--- config.mk ---
export PLATFORM = sky130hd
export DESIGN_NAME = length_checksum_frame_encoder_core
export DESIGN_NICKNAME = d
export VERILOG_FILES = /design/src/rtl/core/lcfe_pkg.sv /design/src/rtl/core/length_checksum_frame_encoder_core.sv /design/src/rtl/core/lcfe_digit.sv /design/src/rtl/core/lcfe_seq.sv /design/src/rtl/core/lcfe_out_reg.sv
export SDC_FILE = /design/constraint.sdc
export NUM_CORES = 1
export LEC_CHECK = 0
export ABC_CLOCK_PERIOD_IN_PS = 25000
export BUFFER_PORTS_ARGS = -buffer_cell sky130_fd_sc_hd__buf_2
export CAP_MARGIN = 20
export CORE_UTILIZATION = 35
export DETAILED_ROUTE_END_ITERATION = 6
export SYNTH_ARGS = -nofsm -noshare
export SYNTH_HDL_FRONTEND = slang
export SYNTH_SLANG_ARGS = --single-unit
export TNS_END_PERCENT = 30
--- constraint.sdc ---
create_clock -name clk -period 25 [get_ports clk]
set_input_delay 1.25 -clock clk [delete_from_list [all_inputs] [get_ports clk]]
set_output_delay 1.25 -clock clk [all_outputs]
set_load 0.02 [all_outputs]
--- src/rtl/core/lcfe_pkg.sv ---
`default_nettype none
package lcfe_pkg;

  // width of the payload length counter
  localparam int LENGTH_BITS = 16;

  // wire characters
  localparam logic [7:0] CH_E    = 8'h45;
  localparam logic [7:0] CH_A    = 8'h61;
  localparam logic [7:0] CH_ZERO = 8'h30;
  localparam logic [7:0] CH_NUL  = 8'h00;

  // lengths below this go out as one byte
  localparam logic [15:0] SHORT_LIMIT = 16'd256;

  // one byte of the framed stream
  typedef struct packed {
    logic [7:0] out_byte;
    logic       run_last;
    logic       frame_last;
  } out_beat_t;

  // power of ten for a decimal position (0 = units, 4 = ten thousands)
  function automatic logic [16:0] dec_pow(input logic [2:0] pos);
    logic [16:0] p;
    unique case (pos)
      3'd0:    p = 17'd1;
      3'd1:    p = 17'd10;
      3'd2:    p = 17'd100;
      3'd3:    p = 17'd1000;
      3'd4:    p = 17'd10000;
      default: p = 17'd0;
    endcase
    return p;
  endfunction

endpackage
`default_nettype wire

--- src/rtl/core/length_checksum_frame_encoder_core.sv ---
// A byte is held in the lcfe_seq item slot and then in the output register.
// Throughput: one payload byte per cycle while out_ready holds; the output
// register sends one wire byte per transfer, so a frame's first byte also sends
// E, A, E, a length byte or NUL, digits, NUL (from 256); a last byte adds the sum.
// Reset (rst, synchronous): drops the held item and output byte, closes the frame.
`default_nettype none
module length_checksum_frame_encoder_core (
  input  wire logic        clk,
  input  wire logic        rst,
  input  wire logic        in_valid,
  output logic             in_ready,
  input  wire logic [7:0]  data_byte,
  input  wire logic        first_byte,
  input  wire logic [15:0] payload_length,
  output logic             out_valid,
  input  wire logic        out_ready,
  output logic      [7:0]  out_byte,
  output logic             run_last,
  output logic             frame_last
);
  import lcfe_pkg::*;

  logic      emit_valid;
  logic      emit_ready;
  out_beat_t emit_beat;
  out_beat_t out_beat;

  lcfe_seq u_seq (
    .clk            (clk),
    .rst            (rst),
    .in_valid       (in_valid),
    .in_ready       (in_ready),
    .data_byte      (data_byte),
    .first_byte     (first_byte),
    .payload_length (payload_length),
    .emit_valid     (emit_valid),
    .emit_ready     (emit_ready),
    .emit_beat      (emit_beat)
  );

  lcfe_out_reg u_out_reg (
    .clk        (clk),
    .rst        (rst),
    .emit_valid (emit_valid),
    .emit_ready (emit_ready),
    .emit_beat  (emit_beat),
    .out_valid  (out_valid),
    .out_ready  (out_ready),
    .out_beat   (out_beat)
  );

  assign out_byte   = out_beat.out_byte;
  assign run_last   = out_beat.run_last;
  assign frame_last = out_beat.frame_last;

endmodule
`default_nettype wire

--- src/rtl/core/lcfe_digit.sv ---
`default_nettype none
module lcfe_digit (
  input  wire logic [15:0] val,
  input  wire logic [2:0]  pos,
  output logic      [3:0]  digit,
  output logic      [15:0] rem
);
  import lcfe_pkg::*;

  logic [16:0] pow;
  logic [16:0] val_x;
  logic [16:0] mult [1:9];
  logic [9:1]  ge;
  logic [16:0] sub;

  // compare against all nine multiples of the current power in parallel
  always_comb begin
    pow   = dec_pow(pos);
    val_x = {1'b0, val};
    for (int k = 1; k <= 9; k++) begin
      mult[k] = 17'(pow * 17'(k));
      ge[k]   = (val_x >= mult[k]);
    end
  end

  // the compares are monotone: the digit is how many of them pass
  always_comb begin
    digit = 4'd0;
    sub   = 17'd0;
    for (int k = 1; k <= 9; k++) begin
      if (ge[k]) begin
        digit = 4'(k);
        sub   = mult[k];
      end
    end
    rem = 16'(val_x - sub);
  end

endmodule
`default_nettype wire

--- src/rtl/core/lcfe_seq.sv ---
`default_nettype none
module lcfe_seq (
  input  wire logic                clk,
  input  wire logic                rst,
  input  wire logic                in_valid,
  output logic                     in_ready,
  input  wire logic [7:0]          data_byte,
  input  wire logic                first_byte,
  input  wire logic [15:0]         payload_length,
  output logic                     emit_valid,
  input  wire logic                emit_ready,
  output lcfe_pkg::out_beat_t      emit_beat
);
  import lcfe_pkg::*;

  // byte phases of one item
  localparam logic [2:0] P_E0   = 3'd0;
  localparam logic [2:0] P_A    = 3'd1;
  localparam logic [2:0] P_E1   = 3'd2;
  localparam logic [2:0] P_LEN  = 3'd3;
  localparam logic [2:0] P_DIG  = 3'd4;
  localparam logic [2:0] P_Z    = 3'd5;
  localparam logic [2:0] P_DATA = 3'd6;
  localparam logic [2:0] P_SUM  = 3'd7;

  // held item
  logic             slot_valid;
  logic [7:0]       slot_data;
  logic [15:0]      slot_len;

  // sequencer and frame state
  logic [2:0]             phase, phase_next;
  logic [15:0]            dig_val;
  logic [2:0]             dig_pos;
  logic [LENGTH_BITS-1:0] bytes_remaining;
  logic [7:0]             running_sum;
  logic                   frame_open;

  logic [LENGTH_BITS-1:0] plen;
  logic [LENGTH_BITS-1:0] eff_len;
  logic [LENGTH_BITS-1:0] rem_dec;
  logic [15:0]            len16;
  logic                   is_short;
  logic [2:0]             start_pos;
  logic [3:0]             digit;
  logic [15:0]            dig_rem;
  logic                   drop;
  logic                   item_end;
  logic                   fire;
  logic                   slot_done;

  lcfe_digit u_digit (
    .val   (dig_val),
    .pos   (dig_pos),
    .digit (digit),
    .rem   (dig_rem)
  );

  // length decode; a zero length counts as one
  always_comb begin
    plen      = LENGTH_BITS'(slot_len);
    eff_len   = (plen == '0) ? LENGTH_BITS'(1) : plen;
    len16     = 16'(eff_len);
    is_short  = (len16 < SHORT_LIMIT);
    rem_dec   = bytes_remaining - LENGTH_BITS'(1);
    if (len16 >= 16'd10000) begin
      start_pos = 3'd4;
    end else if (len16 >= 16'd1000) begin
      start_pos = 3'd3;
    end else begin
      start_pos = 3'd2;
    end
  end

  // byte selection for the current phase
  always_comb begin
    emit_valid           = slot_valid;
    emit_beat.out_byte   = CH_NUL;
    emit_beat.run_last   = 1'b0;
    emit_beat.frame_last = 1'b0;
    phase_next           = phase;
    drop                 = 1'b0;
    item_end             = 1'b0;
    unique case (phase)
      P_E0: begin
        emit_beat.out_byte = CH_E;
        phase_next         = P_A;
      end
      P_A: begin
        emit_beat.out_byte = CH_A;
        phase_next         = P_E1;
      end
      P_E1: begin
        emit_beat.out_byte = CH_E;
        phase_next         = P_LEN;
      end
      P_LEN: begin
        emit_beat.out_byte = is_short ? len16[7:0] : CH_NUL;
        phase_next         = is_short ? P_DATA : P_DIG;
      end
      P_DIG: begin
        emit_beat.out_byte = CH_ZERO + {4'd0, digit};
        phase_next         = (dig_pos == 3'd0) ? P_Z : P_DIG;
      end
      P_Z: begin
        emit_beat.out_byte = CH_NUL;
        phase_next         = P_DATA;
      end
      P_DATA: begin
        emit_beat.out_byte = slot_data;
        if (!frame_open) begin
          // stray byte outside a frame
          drop       = slot_valid;
          emit_valid = 1'b0;
        end else if (rem_dec != '0) begin
          emit_beat.run_last = 1'b1;
          item_end           = 1'b1;
        end else begin
          phase_next = P_SUM;
        end
      end
      P_SUM: begin
        emit_beat.out_byte   = running_sum;
        emit_beat.run_last   = 1'b1;
        emit_beat.frame_last = 1'b1;
        item_end             = 1'b1;
      end
      default: begin
        phase_next = phase;
      end
    endcase
  end

  assign fire      = emit_valid && emit_ready;
  assign slot_done = slot_valid && (drop || (fire && item_end));
  assign in_ready  = !slot_valid || slot_done;

  // item slot and phase
  always_ff @(posedge clk) begin
    if (rst) begin
      slot_valid <= 1'b0;
      phase      <= P_E0;
    end else if (in_valid && in_ready) begin
      slot_valid <= 1'b1;
      phase      <= first_byte ? P_E0 : P_DATA;
    end else if (slot_done) begin
      slot_valid <= 1'b0;
    end else if (fire) begin
      phase <= phase_next;
    end
  end

  // item payload
  always_ff @(posedge clk) begin
    if (in_valid && in_ready) begin
      slot_data <= data_byte;
      slot_len  <= payload_length;
    end
  end

  // frame state, updated on each byte transfer
  always_ff @(posedge clk) begin
    if (rst) begin
      bytes_remaining <= '0;
      running_sum     <= 8'd0;
      frame_open      <= 1'b0;
    end else if (fire) begin
      unique case (phase)
        P_E0: begin
          frame_open      <= 1'b1;
          bytes_remaining <= eff_len;
          running_sum     <= CH_E;
        end
        P_DATA: begin
          bytes_remaining <= rem_dec;
          running_sum     <= running_sum + emit_beat.out_byte;
        end
        P_SUM: begin
          frame_open  <= 1'b0;
          running_sum <= 8'd0;
        end
        default: begin
          running_sum <= running_sum + emit_beat.out_byte;
        end
      endcase
    end
  end

  // decimal digit walk
  always_ff @(posedge clk) begin
    if (fire && phase == P_LEN) begin
      dig_val <= len16;
      dig_pos <= start_pos;
    end else if (fire && phase == P_DIG) begin
      dig_val <= dig_rem;
      dig_pos <= dig_pos - 3'd1;
    end
  end

  // checks
  a_check_ends_item: assert property (@(posedge clk) disable iff (rst)
    (fire && emit_beat.frame_last) |-> (emit_beat.run_last && slot_done))
    else $error("checksum byte does not end its item");

  a_sum_in_frame: assert property (@(posedge clk) disable iff (rst)
    (slot_valid && phase == P_SUM) |-> frame_open)
    else $error("checksum phase with no open frame");

  a_digit_pos: assert property (@(posedge clk) disable iff (rst)
    (slot_valid && phase == P_DIG) |-> (dig_pos <= 3'd4))
    else $error("decimal position out of range");

  a_digit_walk: assert property (@(posedge clk) disable iff (rst)
    (fire && phase == P_DIG && dig_pos == 3'd0) |=> (phase == P_Z))
    else $error("units digit not followed by trailing zero");

endmodule
`default_nettype wire

--- src/rtl/core/lcfe_out_reg.sv ---
`default_nettype none
module lcfe_out_reg (
  input  wire logic                clk,
  input  wire logic                rst,
  input  wire logic                emit_valid,
  output logic                     emit_ready,
  input  wire lcfe_pkg::out_beat_t emit_beat,
  output logic                     out_valid,
  input  wire logic                out_ready,
  output lcfe_pkg::out_beat_t      out_beat
);
  import lcfe_pkg::*;

  // take a new byte when empty or when the held one leaves this cycle
  assign emit_ready = !out_valid || out_ready;

  always_ff @(posedge clk) begin
    if (rst) begin
      out_valid <= 1'b0;
    end else if (emit_ready) begin
      out_valid <= emit_valid;
    end
  end

  always_ff @(posedge clk) begin
    if (emit_ready && emit_valid) begin
      out_beat <= emit_beat;
    end
  end

endmodule
`default_nettype wire

# Word-level counts from Yosys, hierarchy flattened
# Index checks and enable logic that the tools add are counted.
# totals
ff_bits	83
output_inout_bits	12
word_cells	124
# op_classes
n_mul	5
add_sub_neg	5
n_lt_le_gt_ge	12
eq_ne	14
n_mux	50
reduce_logical	25
# ops
op	n
$mux W16	11
$ge A16 B17 Y1	5
$pmux W14 S5	1
$pmux W8 S7	1
$mul A14 B3 Y17 const B	2
$ge A16 B16 Y1	2
$mul A14 B2 Y16 const B	2
$mux W4	8
$pmux W16 S2	1
$mux W3	9
$pmux W3 S7	1
$mul A14 B4 Y17 const B	1
$ge A16 B10 Y1 const B	1
$ge A16 B14 Y1	1
$ge A16 B14 Y1 const B	1
$ge A16 B15 Y1	1
$logic_not A16 Y1	1
$lt A16 B9 Y1 const B	1
$pmux W8 S2	1
$reduce_bool A16 Y1	1
$sub A16 B1 Y16 const B	1
$sub A16 B16 Y16	1
$eq A3 B3 Y1 const B	5
$mux W14	1
21 further kinds	51

# Longest topological paths before layout
# logic_depth
depth_word	16
ltp_mapped	36
ltp_nobuf	35

# Modules after synthesis
# From an unflattened synthesis, not the netlist that was laid out.
# hier_totals
hier_cells	1150
hier_area_um2	9746.8
# by_module_without_submodules
module	area_each_um2	cells_each	n_inst
lcfe_digit	5355.1	716	1
lcfe_seq	4036.4	419	1
lcfe_out_reg	355.3	15	1

# Least setup slack after synthesis
# OpenSTA, ideal clock, no wires.
# synth_path
kind	register to register
from	register u_seq.dig_pos[0]
to	register u_seq.dig_val[14] (data pin)
path_slack_ps	17013
t_arrival_ps	7721
synth_period_minus_slack_ps	7987
stages_incl_launch_ff	35
setup_ps	266
cell_sequence	edfxtp_1 ha_1 nand2b_1 clkbuf_1 inv_2 nor2_1 inv_1 fa_1 fa_1 a21o_1 a21o_1 a211oi_1 o21ai_1 a21oi_1 xnor2_1 ha_1 a21oi_1 o221ai_1 a21o_1 a211o_1 a31oi_1 clkbuf_1 o211ai_1 o21ai_0 a21oi_1 fa_1 a21o_1 a21oi_1 nor2b_1 o21a_1 o41ai_1 o211ai_1 a31oi_1 xor2_1 o21ai_1
# synth_between
elab_chain_cells	15
# synth_rtl
element	line_no	source
start: declaration	lcfe_seq.sv:34	logic [2:0] dig_pos;
start signal: assignment	lcfe_seq.sv:193	dig_pos <= start_pos;
start signal: assignment	lcfe_seq.sv:196	dig_pos <= dig_pos - 3'd1;
$eq A3 B3 Y1, or another cell as far along	lcfe_pkg.sv:26	unique case (pos)
$pmux W14 S5 *	lcfe_pkg.sv:26	
branches (longest 9 deep; another with $mul A14 B2 Y16)	n/a	
$mux W16 *	lcfe_digit.sv:31	if (ge[k]) begin
$sub A16 B16 Y16 *	lcfe_digit.sv:36	rem = 16'(val_x - sub);
$mux W16 *	lcfe_seq.sv:194	end else if (fire && phase == P_DIG) begin
$mux W16 *	lcfe_seq.sv:191	if (fire && phase == P_LEN) begin
end signal: assignment	lcfe_seq.sv:192	dig_val <= len16;
end signal: assignment	lcfe_seq.sv:195	dig_val <= dig_rem;
end: declaration	lcfe_seq.sv:33	logic [15:0] dig_val;
# Mark *: on every way between the ends. The select of a mux whose other input is x is not followed.
# A chain may end at the register's enable or synchronous reset.

# Worst setup path in the final report
# Same ends and word-level chain as after synthesis.

==> results by group <==
Run status
  – Status: complete, no violations

Logic synthesis
  – XOR/XNOR share of the synthesized area: 3.87%
  – Synth Register Bits: 83
  – Leading post-synthesis cells by cell area: ha_1 22%, edfxtp_1 17%, dfxtp_1 6.3%
  – Area share of the largest cell type after synthesis: 21.6%
  – Top-count cell post-synth: ha_1
  – Syn_area_per_cell: 8.31 µm²
  – Main combinational cell family by area after synthesis: compound AO/OA/AOI/OAI gates
  – Fraction of registers with async set/reset: 0%
  – Multiplexer share of the synthesized area: 0.672%
  – YS warnings: 0
  – Top cells by count, synth: 164 x ha_1, 104 x a21oi_1, 102 x nor2_1
  – Syn Inst Count: 1143
  – Adder-Cell Fraction of Synth Area: 24.1%
  – Post-synth EDFFs: 53
  – Share of the yosys chip area belonging to registers: 23.1%
  – Synth Area in Compound Gates: 25.2%
  – Synthesized cell area: 0.00950 mm²
  – Yosys cell types: 80
  – Synth area leader: ha_1
  – Ys flop type: edfxtp_1
  – Synth Area in Simple Gates: 18.6%

Critical path
  – CP max stage delay: 610 ps
  – WS Path Type: reg -> reg
  – Crit Path Max Fanout: 11
  – Crit path required time: 25060 ps
  – Most Frequent Cell on Critical Path: a21o_1
  – Slowest CP cell: fa_1
  – CP delay by family, top: compound AO/OA/AOI/OAI gates
  – Worst setup EP type: register
  – CP bufs+invs: 2
  – Critical Path Source Type: register
  – Arr. time, crit path: 9120 ps

Power and ir drop
  – Power Internal: 269 µW
  – VDD IR-drop max: 0.0000504 V
  – Pwr/cell area: 39.2 mW/mm²
  – Gate power share: 28.2%
  – Sw Ratio: 33.6%
  – Leak pwr: 4.36 nW
  – Sequential share of power: 41.8%
  – Psw: 136 µW
  – Clock share of power: 29.9%

GRT
  – Met1 usage: 30.5%
  – Initial antenna violation count: 0
  – Grt ovf: 0
  – M3 GR Usage: 2.33%
  – Vias in the first global route: 8700
  – Largest net degree at the start of global routing: 33
  – GRT Max-Usage Layer: met2
  – Met2 usage: 38.0%
  – GRT Overall Usage: 22.7%
  – First-pass GRT wire length: 49400 µm

Clocking
  – CTS tree: yes
  – Worst skew pair latency: 340 ps
  – Clock transition at path regs: 60 ps
  – CTS Sinks: 83
  – CTS Buf Count: 9
  – Htree depth: 3
  – Post_cts resized: 0
  – Post-CTS Setup Bufs: 0
  – Clk root buf: clkbuf_16
  – Max Buffers Root-to-Sink: 2
  – Hold_buf cts: 0

Route
  – Total number of vias: 9007
  – Pre-Repair DR Iteration Count: 7
  – # DRC: 0
  – Routed Antenna Nets: 0
  – Post-Route WL: 31200 µm
  – DRT iter0 DRCs: 809
  – Mean routed wirelength per cell: 20.8 µm
  – Drt via density: 5.98

Cells and area
  – Util after Layout: 39.2%
  – Syn-to-layout area delta: 8.72%
  – Diodes inserted: 0
  – Nets: 1369
  – Layout cell share with drive strength beyond 1: 7.86%
  – Final Non-Filler Cells: 1505

Timing
  – Final Hold Vio Count: 0
  – Max-slew headroom: 27.5%
  – Slew @ Worst Pin: 1080 ps
  – Final slew viol count: 0
  – RSZ-0062 raised after global routing: false
  – Clk_skew: 11.1 ps
  – Final Cycle Share: 36.2%
  – Fmax: 0.110 GHz
  – Minimum clock period: 9060 ps
  – Setup TNS: 0 ps
  – Min Hold Slack: 504 ps
  – Endpoints failing setup: 0

Flow run
  – Number of max-cap violations: 0

Floorplanning
  – Core Region: 0.0264 mm²
  – Die X: 167 µm
  – Initial core utilization: 36.0%
  – Row count: 59
  – I/O pins: 41
  – Die Y: 167 µm
  – DIE AREA: 0.0278 mm²

Place
  – Number of placed cells counting well taps: 1489
  – GP Congestion: 0.940
  – Dpl hpwl: 24100 µm
  – Port Buf Inserts: 40

Min path
  – Worst min-delay path class: reg -> reg
## layer usage
layer	routed length, µm	share of wire, %
met5	0	0
met4	743	2.4
met2	14800	47
met1	14000	45
met3	1710	5.5
## power by group through the flow
| stage | sequential (mW) | combinational (mW) | clock, mW |
|---|---|---|---|
| 6_report | 0.169 | 0.114 | 0.121 |
| 5_1_grt | 0.170 | 0.127 | 0.128 |
| 4_1_cts | 0.169 | 0.114 | 0.124 |
| 3_5_place_dp | 0.172 | 0.113 | 0 |
| 3_3_place_gp | 0.172 | 0.112 | 0 |
| 2_1_floorplan | 0.167 | 0.0833 | 0 |
## tightest hold or removal path: stages (launching register included)
cell and delay (ps):
dfxtp_1 320, inv_1 60, a221oi_1 60
## final timing paths
path	start	end	slack, ps	cells after the start
setup / recovery	u_seq.dig_pos[0]$_DFFE_PP_	u_seq.dig_val[14]$_DFFE_PP_	15940	32
hold / removal	u_seq.bytes_remaining[15]$_SDFFE_PP0P_	u_seq.bytes_remaining[15]$_SDFFE_PP0P_	500	2
setup reg to reg	u_seq.dig_pos[0]$_DFFE_PP_	u_seq.dig_val[14]$_DFFE_PP_	15940	32
hold reg to reg	u_seq.bytes_remaining[15]$_SDFFE_PP0P_	u_seq.bytes_remaining[15]$_SDFFE_PP0P_	500	2
## flip-flops by register name, indices dropped and copies added (netlist names)
signal and cells:
u_out_reg.out_valid 1, u_seq.phase 3, u_seq.running_sum 8, u_seq.dig_pos 3, u_seq.frame_open 1, u_seq.dig_val 16
u_out_reg.out_beat 10, u_seq.slot_data 8, u_seq.plen 16, u_seq.bytes_remaining 16, u_seq.slot_valid 1
## layout by cell type (no fill, tap or decap), drive strengths merged, types with 8 or more instances in the layout
master and n:
nand3 35, a21o 27, nor2 102, o211ai 13, nor3 39, nor4 10
ha 164, o21bai 10, o31ai 10, a21oi 105, a22oi 8, xor2 14
o22ai 13, buf 51, o21ai 66, inv 70, a31oi 11, edfxtp 53
nand2 84, nand4 14, nand2b 16, xnor2 28, a211oi 22, dfxtp 30
fa 11, clkbuf 12, o21a 10, and3 13
## cell type report
| class | count | area, µm² |
|---|---|---|
| Fill cell | 2723 | 16000 |
| Multi-Input combinational cell | 950 | 6900 |
| Sequential cell | 83 | 2190 |
| Tap cell | 335 | 419 |
| Timing Repair Buffer | 51 | 283 |
| Inverter | 70 | 263 |
| Clock buffer | 12 | 236 |
| Clock inverter | 4 | 28.8 |
## kinds of logic after synthesis
logic type | after synthesis
multiplexers | 6
buffers and inverters | 112
AND/OR/NAND/NOR | 360
adder cells (fa/ha/maj) | 177
flip-flops | 83
AO/OA/AOI/OAI | 362
other | 1
XOR/XNOR | 42
## per-stage QoR
| step | worst slack, ps | total power [mW] | instance area, µm² |
|---|---|---|---|
| final | 15940 | 0.404 | 10300 |
| after global routing | 15030 | 0.426 | 10300 |
| after CTS | 16050 | 0.407 | 10300 |
| after detailed placement | 16090 | 0.284 | 10100 |
| after global placement | 16150 | 0.283 | 10100 |
| after floorplan | 17010 | 0.250 | 9510 |
Note: power is estimated with default switching activity, not from simulation.
